### src/rtl/pcpb_pkg.sv
// ----------------------------------------------------------------------------
// pcpb_pkg
// Shared types and constants of the projected bounding box unit.
// ----------------------------------------------------------------------------
package pcpb_pkg;

  // field and state widths
  localparam int PROJ_W   = 24;
  localparam int FOCAL_W  = 12;
  localparam int DIM_W    = 13;
  localparam int MARGIN_W = 8;
  localparam int Z_W      = 15;
  localparam int PIX_W    = 12;
  localparam int OUT_W    = 56;
  localparam int CFG_AW   = 4;
  localparam int CFG_DW   = 32;

  // parameter defaults
  localparam int DEF_PIXEL_FRAC_BITS = 4;
  localparam int DEF_COORD_WIDTH     = 16;
  localparam int QUEUE_DEPTH         = 2;

  // register reset values
  localparam logic [FOCAL_W-1:0]  FOCAL_RST  = 12'd525;
  localparam logic [DIM_W-1:0]    WIDTH_RST  = 13'd640;
  localparam logic [DIM_W-1:0]    HEIGHT_RST = 13'd480;
  localparam logic [MARGIN_W-1:0] MARGIN_RST = 8'd5;
  localparam logic [PIX_W-1:0]    PIX_MAX    = 12'd4095;

  // register map
  typedef enum logic [1:0] {
    REG_FOCAL  = 2'd0,
    REG_WIDTH  = 2'd1,
    REG_HEIGHT = 2'd2,
    REG_MARGIN = 2'd3
  } reg_idx_e;

  // one projected point handed from front to back
  typedef struct packed {
    logic signed [PROJ_W-1:0] col;
    logic signed [PROJ_W-1:0] row;
    logic                     sat;
    logic                     last;
  } proj_t;

  // one box, lowest field in the lowest bits
  typedef struct packed {
    logic             sat;
    logic [PIX_W-1:0] bottom;
    logic [PIX_W-1:0] right;
    logic [PIX_W-1:0] top;
    logic [PIX_W-1:0] left;
  } box_t;

endpackage

### src/rtl/pcpb_front.sv
// ----------------------------------------------------------------------------
// pcpb_front
// Takes a point, scales by focal length and divides by depth (one quotient
// bit a cycle per axis), adds the image centre and saturates.
// ----------------------------------------------------------------------------
module pcpb_front import pcpb_pkg::*; #(
  parameter int PIXEL_FRAC_BITS = DEF_PIXEL_FRAC_BITS,
  parameter int COORD_WIDTH     = DEF_COORD_WIDTH
) (
  input  logic                   clk_i,
  input  logic                   rst_ni,
  input  logic                   in_valid_i,
  output logic                   in_ready_o,
  input  logic [COORD_WIDTH-1:0] x_i,
  input  logic [COORD_WIDTH-1:0] y_i,
  input  logic [Z_W-1:0]         z_i,
  input  logic                   last_i,
  input  logic [FOCAL_W-1:0]     focal_i,
  input  logic [DIM_W-1:0]       width_i,
  input  logic [DIM_W-1:0]       height_i,
  input  logic                   full_i,
  output logic                   push_o,
  output proj_t                  entry_o
);

  localparam int NUM_W = FOCAL_W + COORD_WIDTH + PIXEL_FRAC_BITS;
  localparam int CNT_W = $clog2(NUM_W + 1);
  localparam int Q_W   = NUM_W + 1;
  localparam int CTR_W = DIM_W + PIXEL_FRAC_BITS + 1;
  localparam int S_W   = (NUM_W + 2 > PROJ_W + 1) ? NUM_W + 2 : PROJ_W + 1;
  localparam int PRD_W = FOCAL_W + COORD_WIDTH;
  localparam logic [CTR_W-1:0] HALF = CTR_W'((1 << PIXEL_FRAC_BITS) >> 1);
  localparam logic signed [S_W-1:0] SMAX = S_W'((1 << (PROJ_W - 1)) - 1);
  localparam logic signed [S_W-1:0] SMIN = -S_W'(1 << (PROJ_W - 1));
  localparam logic [CNT_W-1:0] LAST_CNT = CNT_W'(NUM_W - 1);

  typedef enum logic [1:0] {ST_IDLE, ST_MUL, ST_DIV, ST_PUSH} state_e;

  state_e                   state_q;
  logic [COORD_WIDTH-1:0]   x_q, y_q;
  logic [Z_W-1:0]           z_q;
  logic                     last_q, negx_q, negy_q;
  logic [NUM_W-1:0]         numx_q, numy_q;
  logic [Z_W-1:0]           remx_q, remy_q;
  logic [CNT_W-1:0]         cnt_q;

  // one restoring step: {quotient bit, new remainder}
  function automatic logic [Z_W:0] div_step(logic [Z_W-1:0] rem, logic b,
                                            logic [Z_W-1:0] d);
    logic [Z_W:0] sh;
    logic [Z_W:0] df;
    logic         ge;
    sh = {rem, b};
    df = sh - {1'b0, d};
    ge = sh >= {1'b0, d};
    return ge ? {1'b1, df[Z_W-1:0]} : {1'b0, sh[Z_W-1:0]};
  endfunction

  // signed quotient plus centre, saturated: {flag, value}
  function automatic logic [PROJ_W:0] finish(logic [NUM_W-1:0] mag, logic neg,
                                             logic [CTR_W-1:0] ctr);
    logic signed [Q_W-1:0] q;
    logic signed [S_W-1:0] s;
    q = neg ? -$signed({1'b0, mag}) : $signed({1'b0, mag});
    s = S_W'(q) + S_W'($signed(ctr));
    if (s > SMAX) return {1'b1, SMAX[PROJ_W-1:0]};
    else if (s < SMIN) return {1'b1, SMIN[PROJ_W-1:0]};
    else return {1'b0, s[PROJ_W-1:0]};
  endfunction

  // magnitudes and products
  logic [COORD_WIDTH-1:0] magx, magy;
  logic [PRD_W-1:0]       prodx, prody;
  assign magx  = x_q[COORD_WIDTH-1] ? (~x_q + 1'b1) : x_q;
  assign magy  = y_q[COORD_WIDTH-1] ? (~y_q + 1'b1) : y_q;
  assign prodx = focal_i * magx;
  assign prody = focal_i * magy;

  // divider steps
  logic [Z_W:0] stepx, stepy;
  assign stepx = div_step(remx_q, numx_q[NUM_W-1], z_q);
  assign stepy = div_step(remy_q, numy_q[NUM_W-1], z_q);

  // centres and final sums
  logic [CTR_W-1:0] ctrx, ctry;
  logic [PROJ_W:0]  finx, finy;
  assign ctrx = (CTR_W'(width_i >> 1) << PIXEL_FRAC_BITS) - HALF;
  assign ctry = (CTR_W'(height_i >> 1) << PIXEL_FRAC_BITS) - HALF;
  assign finx = finish(numx_q, negx_q, ctrx);
  assign finy = finish(numy_q, negy_q, ctry);

  assign in_ready_o    = (state_q == ST_IDLE);
  assign push_o        = (state_q == ST_PUSH) && !full_i;
  assign entry_o.col   = finx[PROJ_W-1:0];
  assign entry_o.row   = finy[PROJ_W-1:0];
  assign entry_o.sat   = finx[PROJ_W] | finy[PROJ_W];
  assign entry_o.last  = last_q;

  // sequencer
  always_ff @(posedge clk_i or negedge rst_ni) begin
    if (!rst_ni) begin
      state_q <= ST_IDLE;
      cnt_q   <= '0;
    end else begin
      unique case (state_q)
        ST_IDLE: begin
          if (in_valid_i) begin
            state_q <= ST_MUL;
          end
        end
        ST_MUL: begin
          cnt_q   <= '0;
          state_q <= ST_DIV;
        end
        ST_DIV: begin
          cnt_q <= cnt_q + 1'b1;
          if (cnt_q == LAST_CNT) begin
            state_q <= ST_PUSH;
          end
        end
        ST_PUSH: begin
          if (!full_i) begin
            state_q <= ST_IDLE;
          end
        end
        default: state_q <= ST_IDLE;
      endcase
    end
  end

  // datapath
  always_ff @(posedge clk_i) begin
    if (state_q == ST_IDLE && in_valid_i) begin
      x_q    <= x_i;
      y_q    <= y_i;
      z_q    <= (z_i == '0) ? Z_W'(1) : z_i;
      last_q <= last_i;
    end
    if (state_q == ST_MUL) begin
      numx_q <= NUM_W'(prodx) << PIXEL_FRAC_BITS;
      numy_q <= NUM_W'(prody) << PIXEL_FRAC_BITS;
      negx_q <= x_q[COORD_WIDTH-1];
      negy_q <= y_q[COORD_WIDTH-1];
      remx_q <= '0;
      remy_q <= '0;
    end
    if (state_q == ST_DIV) begin
      numx_q <= {numx_q[NUM_W-2:0], stepx[Z_W]};
      numy_q <= {numy_q[NUM_W-2:0], stepy[Z_W]};
      remx_q <= stepx[Z_W-1:0];
      remy_q <= stepy[Z_W-1:0];
    end
  end

endmodule

### src/rtl/pcpb_queue.sv
// ----------------------------------------------------------------------------
// pcpb_queue
// Small request queue between the projection front and the extent back.
// ----------------------------------------------------------------------------
module pcpb_queue import pcpb_pkg::*; #(
  parameter int DEPTH = QUEUE_DEPTH
) (
  input  logic  clk_i,
  input  logic  rst_ni,
  input  logic  push_i,
  input  proj_t data_i,
  output logic  full_o,
  input  logic  pop_i,
  output logic  valid_o,
  output proj_t data_o
);

  localparam int PTR_W = (DEPTH > 1) ? $clog2(DEPTH) : 1;
  localparam int CNT_W = $clog2(DEPTH + 1);
  localparam logic [PTR_W-1:0] LAST_PTR = PTR_W'(DEPTH - 1);

  proj_t            mem_q [DEPTH];
  logic [PTR_W-1:0] wr_q, rd_q;
  logic [CNT_W-1:0] cnt_q;

  assign full_o  = (cnt_q == CNT_W'(DEPTH));
  assign valid_o = (cnt_q != '0);
  assign data_o  = mem_q[rd_q];

  // pointers and fill level
  always_ff @(posedge clk_i or negedge rst_ni) begin
    if (!rst_ni) begin
      wr_q  <= '0;
      rd_q  <= '0;
      cnt_q <= '0;
    end else begin
      if (push_i) begin
        wr_q <= (wr_q == LAST_PTR) ? '0 : wr_q + 1'b1;
      end
      if (pop_i) begin
        rd_q <= (rd_q == LAST_PTR) ? '0 : rd_q + 1'b1;
      end
      if (push_i && !pop_i) begin
        cnt_q <= cnt_q + 1'b1;
      end else if (pop_i && !push_i) begin
        cnt_q <= cnt_q - 1'b1;
      end
    end
  end

  // storage
  always_ff @(posedge clk_i) begin
    if (push_i) begin
      mem_q[wr_q] <= data_i;
    end
  end

endmodule

### src/rtl/pcpb_back.sv
// ----------------------------------------------------------------------------
// pcpb_back
// Running min/max of the projected points and box output on the last point.
// ----------------------------------------------------------------------------
module pcpb_back import pcpb_pkg::*; #(
  parameter int PIXEL_FRAC_BITS = DEF_PIXEL_FRAC_BITS
) (
  input  logic                clk_i,
  input  logic                rst_ni,
  input  logic                valid_i,
  input  proj_t               entry_i,
  output logic                pop_o,
  input  logic [MARGIN_W-1:0] margin_i,
  input  logic [DIM_W-1:0]    width_i,
  input  logic [DIM_W-1:0]    height_i,
  output logic                out_valid_o,
  input  logic                out_ready_i,
  output box_t                box_o
);

  localparam int E_W = PROJ_W + 1;

  logic signed [PROJ_W-1:0] min_col_q, max_col_q, min_row_q, max_row_q;
  logic signed [PROJ_W-1:0] min_col_d, max_col_d, min_row_d, max_row_d;
  logic                     start_q, sat_q, sat_d;
  logic                     out_valid_q;
  box_t                     box_q;

  // edge to pixel with clamp to the image
  function automatic logic [PIX_W-1:0] to_pixel(logic signed [E_W-1:0] v,
                                                logic [DIM_W-1:0] dim);
    logic [DIM_W-1:0] lim;
    logic [E_W-1:0]   p;
    lim = (dim == '0) ? '0 : dim - 1'b1;
    if (lim > DIM_W'(PIX_MAX)) lim = DIM_W'(PIX_MAX);
    p = E_W'(v >>> PIXEL_FRAC_BITS);
    if (v < 0) return '0;
    else if (p > E_W'(lim)) return lim[PIX_W-1:0];
    else return p[PIX_W-1:0];
  endfunction

  assign pop_o       = valid_i && (!out_valid_q || out_ready_i);
  assign out_valid_o = out_valid_q;
  assign box_o       = box_q;

  // extent update
  always_comb begin
    if (start_q) begin
      min_col_d = entry_i.col;
      max_col_d = entry_i.col;
      min_row_d = entry_i.row;
      max_row_d = entry_i.row;
      sat_d     = entry_i.sat;
    end else begin
      min_col_d = (entry_i.col < min_col_q) ? entry_i.col : min_col_q;
      max_col_d = (entry_i.col > max_col_q) ? entry_i.col : max_col_q;
      min_row_d = (entry_i.row < min_row_q) ? entry_i.row : min_row_q;
      max_row_d = (entry_i.row > max_row_q) ? entry_i.row : max_row_q;
      sat_d     = sat_q | entry_i.sat;
    end
  end

  // padded edges
  logic signed [E_W-1:0] pad, left_e, top_e, right_e, bottom_e;
  assign pad      = $signed(E_W'(margin_i) << PIXEL_FRAC_BITS);
  assign left_e   = E_W'(min_col_d) - pad;
  assign top_e    = E_W'(min_row_d) - pad;
  assign right_e  = E_W'(max_col_d) + pad;
  assign bottom_e = E_W'(max_row_d) + pad;

  // control state
  always_ff @(posedge clk_i or negedge rst_ni) begin
    if (!rst_ni) begin
      start_q     <= 1'b1;
      sat_q       <= 1'b0;
      out_valid_q <= 1'b0;
      min_col_q   <= '0;
      max_col_q   <= '0;
      min_row_q   <= '0;
      max_row_q   <= '0;
    end else begin
      if (pop_o && entry_i.last) begin
        out_valid_q <= 1'b1;
      end else if (out_valid_q && out_ready_i) begin
        out_valid_q <= 1'b0;
      end
      if (pop_o) begin
        min_col_q <= min_col_d;
        max_col_q <= max_col_d;
        min_row_q <= min_row_d;
        max_row_q <= max_row_d;
        sat_q     <= sat_d;
        start_q   <= entry_i.last;
      end
    end
  end

  // result register
  always_ff @(posedge clk_i) begin
    if (pop_o && entry_i.last) begin
      box_q.left   <= to_pixel(left_e, width_i);
      box_q.top    <= to_pixel(top_e, height_i);
      box_q.right  <= to_pixel(right_e, width_i);
      box_q.bottom <= to_pixel(bottom_e, height_i);
      box_q.sat    <= sat_d;
    end
  end

endmodule

### src/rtl/point_cluster_projected_bbox_unit.sv
// ----------------------------------------------------------------------------
// point_cluster_projected_bbox_unit
// Pinhole projection of cluster points with a padded, clamped bounding box.
// ----------------------------------------------------------------------------
// flow: an accepted point is scaled by the focal length, divided by depth
// one quotient bit a cycle, then pushed into the queue, stalling while the
// queue is full; the box is valid the cycle after the last point leaves the queue
// accept: a new point is taken only once the previous one has been pushed
// reset: registers take their defaults, the next point opens a new cluster
module point_cluster_projected_bbox_unit import pcpb_pkg::*; #(
  parameter int PIXEL_FRAC_BITS = DEF_PIXEL_FRAC_BITS,
  parameter int COORD_WIDTH     = DEF_COORD_WIDTH,
  parameter int IN_W            = ((2 * COORD_WIDTH + Z_W + 7) / 8) * 8
) (
  input  logic              clk_i,
  input  logic              rst_ni,
  input  logic              s_axis_tvalid,
  output logic              s_axis_tready,
  input  logic [IN_W-1:0]   s_axis_tdata,  // point_x, point_y, point_z
  input  logic              s_axis_tlast,  // last_point
  output logic              m_axis_tvalid,
  input  logic              m_axis_tready,
  output logic [OUT_W-1:0]  m_axis_tdata,  // box_left, box_top, box_right,
                                           // box_bottom, saturated
  input  logic              psel,
  input  logic              penable,
  input  logic              pwrite,
  input  logic [CFG_AW-1:0] paddr,
  input  logic [CFG_DW-1:0] pwdata,
  output logic [CFG_DW-1:0] prdata,
  output logic              pready
);

  logic [FOCAL_W-1:0]  focal_q;
  logic [DIM_W-1:0]    width_q, height_q;
  logic [MARGIN_W-1:0] margin_q;
  reg_idx_e            idx;

  assign idx    = reg_idx_e'(paddr[3:2]);
  assign pready = 1'b1;

  // configuration registers
  always_ff @(posedge clk_i or negedge rst_ni) begin
    if (!rst_ni) begin
      focal_q  <= FOCAL_RST;
      width_q  <= WIDTH_RST;
      height_q <= HEIGHT_RST;
      margin_q <= MARGIN_RST;
    end else if (psel && penable && pwrite) begin
      unique case (idx)
        REG_FOCAL:  focal_q  <= pwdata[FOCAL_W-1:0];
        REG_WIDTH:  width_q  <= pwdata[DIM_W-1:0];
        REG_HEIGHT: height_q <= pwdata[DIM_W-1:0];
        REG_MARGIN: margin_q <= pwdata[MARGIN_W-1:0];
        default: ;
      endcase
    end
  end

  // read back
  always_comb begin
    unique case (idx)
      REG_FOCAL:  prdata = CFG_DW'(focal_q);
      REG_WIDTH:  prdata = CFG_DW'(width_q);
      REG_HEIGHT: prdata = CFG_DW'(height_q);
      REG_MARGIN: prdata = CFG_DW'(margin_q);
      default:    prdata = '0;
    endcase
  end

  // front, queue, back
  logic  push, q_full, q_valid, pop;
  proj_t f_entry, q_entry;
  box_t  box;

  pcpb_front #(
    .PIXEL_FRAC_BITS(PIXEL_FRAC_BITS),
    .COORD_WIDTH    (COORD_WIDTH)
  ) u_front (
    .clk_i,
    .rst_ni,
    .in_valid_i(s_axis_tvalid),
    .in_ready_o(s_axis_tready),
    .x_i       (s_axis_tdata[COORD_WIDTH-1:0]),
    .y_i       (s_axis_tdata[2*COORD_WIDTH-1:COORD_WIDTH]),
    .z_i       (s_axis_tdata[2*COORD_WIDTH+Z_W-1:2*COORD_WIDTH]),
    .last_i    (s_axis_tlast),
    .focal_i   (focal_q),
    .width_i   (width_q),
    .height_i  (height_q),
    .full_i    (q_full),
    .push_o    (push),
    .entry_o   (f_entry)
  );

  pcpb_queue #(.DEPTH(QUEUE_DEPTH)) u_queue (
    .clk_i,
    .rst_ni,
    .push_i (push),
    .data_i (f_entry),
    .full_o (q_full),
    .pop_i  (pop),
    .valid_o(q_valid),
    .data_o (q_entry)
  );

  pcpb_back #(.PIXEL_FRAC_BITS(PIXEL_FRAC_BITS)) u_back (
    .clk_i,
    .rst_ni,
    .valid_i    (q_valid),
    .entry_i    (q_entry),
    .pop_o      (pop),
    .margin_i   (margin_q),
    .width_i    (width_q),
    .height_i   (height_q),
    .out_valid_o(m_axis_tvalid),
    .out_ready_i(m_axis_tready),
    .box_o      (box)
  );

  assign m_axis_tdata = OUT_W'(box);

  // checks
  a_no_push_full: assert property (@(posedge clk_i) disable iff (!rst_ni)
    !(push && q_full)) else $error("push into full queue");

  a_one_point: assert property (@(posedge clk_i) disable iff (!rst_ni)
    (s_axis_tvalid && s_axis_tready) |=> !s_axis_tready)
    else $error("second point taken while projecting");

  a_box_cause: assert property (@(posedge clk_i) disable iff (!rst_ni)
    $rose(m_axis_tvalid) |-> $past(pop && q_entry.last))
    else $error("box without a last point");

endmodule

### config.mk
export PLATFORM = sky130hd
export DESIGN_NAME = point_cluster_projected_bbox_unit
export DESIGN_NICKNAME = d
export VERILOG_FILES = /design/src/rtl/pcpb_pkg.sv /design/src/rtl/pcpb_front.sv /design/src/rtl/pcpb_queue.sv /design/src/rtl/pcpb_back.sv /design/src/rtl/point_cluster_projected_bbox_unit.sv
export SDC_FILE = /design/constraint.sdc
export NUM_CORES = 2
export LEC_CHECK = 0
export ABC_CLOCK_PERIOD_IN_PS = 11800
export BUFFER_PORTS_ARGS = -buffer_cell sky130_fd_sc_hd__buf_2
export CAP_MARGIN = 20
export CORE_ASPECT_RATIO = 0.75
export CORE_UTILIZATION = 60
export CTS_CLUSTER_DIAMETER = 150
export DETAILED_ROUTE_END_ITERATION = 12
export PLACE_DENSITY = 0.75
export SYNTH_ARGS = -nofsm -noshare
export SYNTH_HDL_FRONTEND = slang
export SYNTH_SLANG_ARGS = --single-unit
export TNS_END_PERCENT = 5
### constraint.sdc
create_clock -name clk_i -period 11.8 [get_ports clk_i]
set_clock_uncertainty 0.05 [all_clocks]
set_input_delay 0.59 -clock clk_i [delete_from_list [all_inputs] [get_ports clk_i]]
set_output_delay 0.59 -clock clk_i [all_outputs]
set_load 0.01 [all_outputs]
# [Word-level counts from Yosys, hierarchy flattened]
# Memory sizes are Yosys's and may differ from the RTL's.
# Index checks and enable logic that the tools add are counted.
[totals] ff_bits=350 ramBits=100 output_inout_bits=91 wordCells=168 mem_count=1
[classes] n_addsub=21 multipliers=2 magnitude_cmp=20 n_eq_ne=11 n_mux=50 bitwise_logic=4 n_reduce_logical=28
[mem_list] name="u_queue.mem_q" depth=2 word_bits=50 rd=1 rd_ports_with_merged_regs=0 write_ports=1 line="pcpb_queue.sv:22" text="proj_t mem_q [DEPTH];"
[op_table] op="24-bit 2-to-1 mux" count=8
[op_table] op="32-bit 2-to-1 mux" count=4
[op_table] op="32-bit case mux with 4 select lines" count=1
[op_table] op="25-bit by 13-bit greater-than comparator with 1-bit output" count=4
[op_table] op="25-bit by 1-bit < comparator with 1-bit output (second input constant)" count=4
[op_table] op="25-bit 2-to-1 mux" count=4
[op_table] op="13-bit 2-to-1 mux" count=6
[op_table] op="33-bit by 17-bit adder with 34-bit output" count=2
[op_table] op="34-bit by 24-bit greater-than comparator with 1-bit output (second input constant)" count=2
[op_table] op="34-bit by 24-bit < comparator with 1-bit output (second input constant)" count=2
[op_table] op="33-bit 2-to-1 mux" count=2
[op_table] op="32-bit negation with 33-bit output" count=2
[op_table] op="16-bit 2-to-1 mux" count=4
[op_table] op="12-bit by 16-bit multiplier with 28-bit output" count=2
[op_table] op="24-bit by 13-bit adder with 25-bit output" count=2
[op_table] op="24-bit by 13-bit subtractor with 25-bit output" count=2
[op_table] op="24-bit greater-than comparator" count=2
[op_table] op="24-bit < comparator" count=2
[op_table] op="12-bit 2-to-1 mux" count=4
[op_table] op="15-bit 2-to-1 mux" count=3
[op_table] op="16-bit by 4-bit subtractor with 17-bit output (second input constant)" count=2
[op_table] op="16-bit by 1-bit adder with 16-bit output (second input constant)" count=2
[op_table] op="16-bit by 15-bit >= comparator with 1-bit output" count=2
[op_table] op="16-bit NOT" count=2
[op_table] op="other kinds (26)" count=66

# [Depth between registers and ports, before layout]
[logic_depth] ltp_word=7 ltp_mapped=41 depth_no_buf=33

# [Cells and area by module]
# A second synthesis with hierarchy kept.
[unflattened] hier_cells=4832 hier_area_um2=45751.4
[modules_own_cells] mod="pcpb_front" n_inst=1 cells_per_inst=2932 area_each_um2=25485.7
[modules_own_cells] mod="pcpb_back" n_inst=1 cells_per_inst=1570 area_each_um2=13830.8
[modules_own_cells] mod="pcpb_queue" n_inst=1 cells_per_inst=172 area_each_um2=4050.1
[modules_own_cells] mod="point_cluster_projected_bbox_unit" n_inst=1 cells_per_inst=158 area_each_um2=2384.8

# [Worst setup path before layout]
# No wires, ideal clock.
[synth_path] kind="register -> register" start="register u_queue.rd_q" end="register u_back.box_q, in the netlist u_back.box_o[15], data pin" setup_time_ns=0.266 t_arrival_ns=8.260 t_required_ns=11.484 setup_slack_ns=3.224 stages_incl_launch_ff=36 synth_period_minus_slack_ns=8.576 path_cell_list="dfrtp_1 buf_4 buf_4 buf_2 buf_2 buf_1 mux2_2 ha_1 a21o_1 a21o_1 a211oi_1 a211oi_1 nor3_1 mux2i_1 buf_4 clkbuf_1 clkbuf_1 mux2_2 fa_1 a21o_1 a21oi_1 nor2b_1 o21a_1 o41ai_4 nand3_1 xnor2_1 o21ai_0 ha_1 a21o_1 a21o_1 a211oi_1 o21ai_0 a211oi_4 buf_2 mux2i_1 nor2_1"
[synth_via] elab_chain_len=7
[synth_lines] item="start: declaration" line="pcpb_queue.sv:23" text="logic [PTR_W-1:0] wr_q, rd_q;"
[synth_lines] item="start signal: assignment" line="pcpb_queue.sv:41" text="rd_q <= (rd_q == LAST_PTR) ? '0 : rd_q + 1'b1;"
[synth_lines] item="memory read 2 x 50 bit *"
[synth_lines] item="24-bit < comparator" line="pcpb_back.sv:57" text="min_row_d = (entry_i.row < min_row_q) ? entry_i.row : min_row_q;"
[synth_lines] item="24-bit 2-to-1 mux" line="pcpb_back.sv:57"
[synth_lines] item="24-bit 2-to-1 mux *" line="pcpb_back.sv:48" text="if (start_q) begin"
[synth_lines] item="named net u_back.min_row_d[5]" line="pcpb_back.sv:24" text="logic signed [PROJ_W-1:0] min_col_d, max_col_d, min_row_d, max_row_d;"
[synth_lines] item="24-bit by 13-bit subtractor with 25-bit output *" line="pcpb_back.sv:67" text="assign top_e = E_W'(min_row_d) - pad;"
[synth_lines] item="25-bit by 13-bit greater-than comparator with 1-bit output" line="pcpb_back.sv:38" text="else if (p > E_W'(lim)) return lim[PIX_W-1:0];"
[synth_lines] item="12-bit 2-to-1 mux" line="pcpb_back.sv:38"
[synth_lines] item="end: declaration" line="pcpb_back.sv:27" text="box_t box_q;"
# Mark *: on every way through the listed nets, which the timed path passes. The rest lies on a longest branch.
# A chain may end at the register's enable or synchronous reset.

# [Final worst setup path]
[layout_path] start="register u_queue.rd_q" end="register u_back.box_q, in the netlist u_back.box_o[43], data pin"
[layout_via] elab_chain_len=7
[layout_lines] item="memory read 2 x 50 bit *"
[layout_lines] item="24-bit greater-than comparator" line="pcpb_back.sv:58" text="max_row_d = (entry_i.row > max_row_q) ? entry_i.row : max_row_q;"
[layout_lines] item="24-bit 2-to-1 mux" line="pcpb_back.sv:58"
[layout_lines] item="24-bit 2-to-1 mux *" line="pcpb_back.sv:48"
[layout_lines] item="named net u_back.max_row_d[9]" line="pcpb_back.sv:24"
[layout_lines] item="24-bit by 13-bit adder with 25-bit output *" line="pcpb_back.sv:69" text="assign bottom_e = E_W'(max_row_d) + pad;"
[layout_lines] item="25-bit by 13-bit greater-than comparator with 1-bit output" line="pcpb_back.sv:38"
[layout_lines] item="12-bit 2-to-1 mux" line="pcpb_back.sv:38"
# Marks and branches as above.

==> summary.md <==
| Metric | Value |
|---|---|
| Global-route wire length before repair | 179 mm |
| Yosys Warn Count | 0 |
| Area Overhead vs Synth | 7.38% |
| Slowest CP cell | dfrtp_2 |
| Initial antenna violation count | 0 |
| TritonRoute pass-1 iters | 10 |
| Post-route insts no fill | 5,781 |
| Layout cells sized above 1 | 9.60% |
| Clock transition at path regs | 70 ps |
| Setup Crit Path Kind | reg -> reg |
| Iteration-0 DRC Markers | 2,730 |
| PortBufs | 133 |
| Final Hold Violating Endpoints | 0 |
| Status | finished, violations left |
| Clock Latency Late Sink | 640 ps |
| Biggest area consumer among synthesized cells | edfxtp_1 |
| Sinks on Clock Net | 450 |
| Worst-Margin Slew | 1100 ps |
| Synth Register Bits | 450 |
| Setup TNS | 0 ps |
| Post-synthesis sequential area ratio | 28.9% |
| Asr flop ratio synth | 34.9% |
| TritonCTS Buffers | 51 |
| Worst path max stage delay | 700 ps |
| Setup bufs post-CTS | 0 |
| Worst-case clock buffer depth | 3 |
| CP endpoint kind | flop |
| Synth area leaders | edfxtp_1, fa_1, ha_1 |
| Fin crit share | 80.0% |
| Hold WS | 71.4 ps |
| I/O pins | 183 |
| Area of the multi-input gates | 28,500 um2 |
| Number of flops mapped to enable cells by yosys | 293 |
| GR Util met2 | 47.3% |
| CTS tree | yes |
| Wire length per cell | 19.4 um |
| Site Rows | 85 |
| Vias in the first global route | 33,045 |
| Reg area | 12,700 um2 |
| Top FF cell, synth | edfxtp_1 |
| Syn avg cell area | 9.30 um2 |
| Die Height | 237 um |
| Most used routing layer | met2 |
| R2R Setup Slk | 2360 ps |
| DP HPWL | 85.1 mm |
| RD Place Congestion | 0.956 |
| Library cells used by synthesis | 101 |
| Slew headroom | 26.1% |
| Core ar. | 72,200 um2 |
| Setup violators final | 0 |
| H-tree levels | 2 |
| Min-delay worst type | in -> reg |
| Yosys top cell area share | 20.0% |
| Die footprint | 74,600 um2 |
| Via count | 34,324 |
| Via-to-Cell Ratio | 5.94 |
| Max-Cap Viols | 0 |
| Post-synthesis cell area | 44,100 um2 |
| Max-slew violation count | 0 |
| Cts-stage hold buffer count | 1 |
| Nets | 5,580 |
| Post-layout min period | 9440 ps |
| Startpoint Class | flop |
| GR met3 Demand/Resource | 4.48% |
| Fillers | 5,759 |
| Critical path buffer and inverter count | 4 |
| RSZ-0062 raised after global routing | no |
| Largest net degree at the start of global routing | 83 |
| Crit-path max FO | 21 |
| Post_cts resized | 0 |
| Drc violations | 24 |
| Crit path DAT | 9790 ps |
| Cell family with most CP delay | compound AO/OA/AOI/OAI gates |
| Initial core utilization | 61.1% |
| Required @ worst endpoint | 12,150 ps |
| Total GRT Usage | 30.3% |
| CTS root buf | clkbuf_16 |
| Cell count after placement | 5,679 |
| Die width | 315 um |
| GRT overflow | 0 |
| Achievable Freq | 106 MHz |
| DRT Wirelength | 112 mm |
| Met1 usage | 44.1% |
| Routed Antenna Nets | 0 |
| Mapped Cells | 4,739 |
| Failing checks | design-rule violations |
==> final timing paths <==
kind	start	endpoint	depth (start not counted)
max	u_queue.rd_q	u_back.box_o[43]	32
min	s_axis_tdata[0]	u_front.x_q[0]	1
max reg2reg	u_queue.rd_q	u_back.box_o[43]	32
min reg2reg	u_front.last_q	u_queue.mem_q[0][0]	0
max in group asynchronous	rst_ni	u_queue.rd_q	3
min in group asynchronous	rst_ni	u_back.max_col_q[13]	2
==> synthesized netlist by cell type (all sizes together), types with 7 or more instances <==
library cell	number
o21bai	14
a21boi	15
nand2	542
o211a	14
o21ai	237
dfrtp	144
o41ai	23
xor2	78
ha	420
a21oi	284
nor2b	39
nand2b	42
xnor2	220
nor4	32
fa	288
mux2	88
nand4	42
nor3	71
nor2	303
o211ai	16
inv	527
dfstp	13
o31ai	39
and2	121
nor3b	9
a31o	7
nand3b	9
clkbuf	166
a21o	96
a31oi	18
and3	16
mux4	9
a211oi	36
edfxtp	293
nand3	68
or3	34
buf	72
mux2i	112
or4	15
or2	27
o21a	51
==> registers in the layout (all words and copies together) (netlist names), 6 cells and up <==
name              flops
u_queue.mem_q       100
u_back.box_o         49
u_front.numx_q       32
u_front.numy_q       32
u_back.max_col_q     24
u_back.max_row_q     24
u_back.min_col_q     24
u_back.min_row_q     24
u_front.x_q          16
u_front.y_q          16
u_front.remx_q       15
u_front.remy_q       15
u_front.z_q          15
height_q             13
width_q              13
focal_q              12
margin_q              8
u_front.cnt_q         6
==> layout make-up <==
cell class | count | area share (%)
clock inverter | 36 | 0.856
clock buffer | 59 | 2.82
inverter | 533 | 4.23
multi-input combinational | 3547 | 60.2
timing repair buffer | 197 | 2.45
sequential | 450 | 26.9
tap | 957 | 2.53
antenna | 2 | 0.0106
==> logic make-up after synthesis <==
logic type	synth area share, %
other	0.0170
AO/OA/AOI/OAI	13.2
adder cells (fa/ha/maj)	25.0
multiplexers	5.25
AND/OR/NAND/NOR	14.8
buffers and inverters	6.95
flip-flops	28.9
XOR/XNOR	5.92
==> placed cells by master (no fill, tap or decap), types with 143 or more instances in the layout <==
master and instances:
fa_1 288, nor2_1 299, a21oi_1 282, edfxtp_1 293, dfrtp_1 143, nand2_1 541
xnor2_1 219, o21ai_0 234, ha_1 418, inv_1 527
==> routing by layer <==
layer,share of wire [%],vias to the layer above,wire (um)
met3,7.8,153,8760
met5,0,-,0
met1,45,16657,50300
li1,-,16221,-
met2,45,1293,50500
met4,2.4,0,2740
==> stage by stage <==
step	cell area [um2]	setup WS [ps]	util, %
after floorplan	44200	3220	-
after global placement	45500	2590	63.1
after detailed placement	45600	2420	63.1
after CTS	47300	2380	65.5
after global routing	47300	1840	65.6
final	47300	2360	65.6
Power is not shown: default switching activity piles up to over one toggle a cycle in this logic, so the estimate is an artifact.
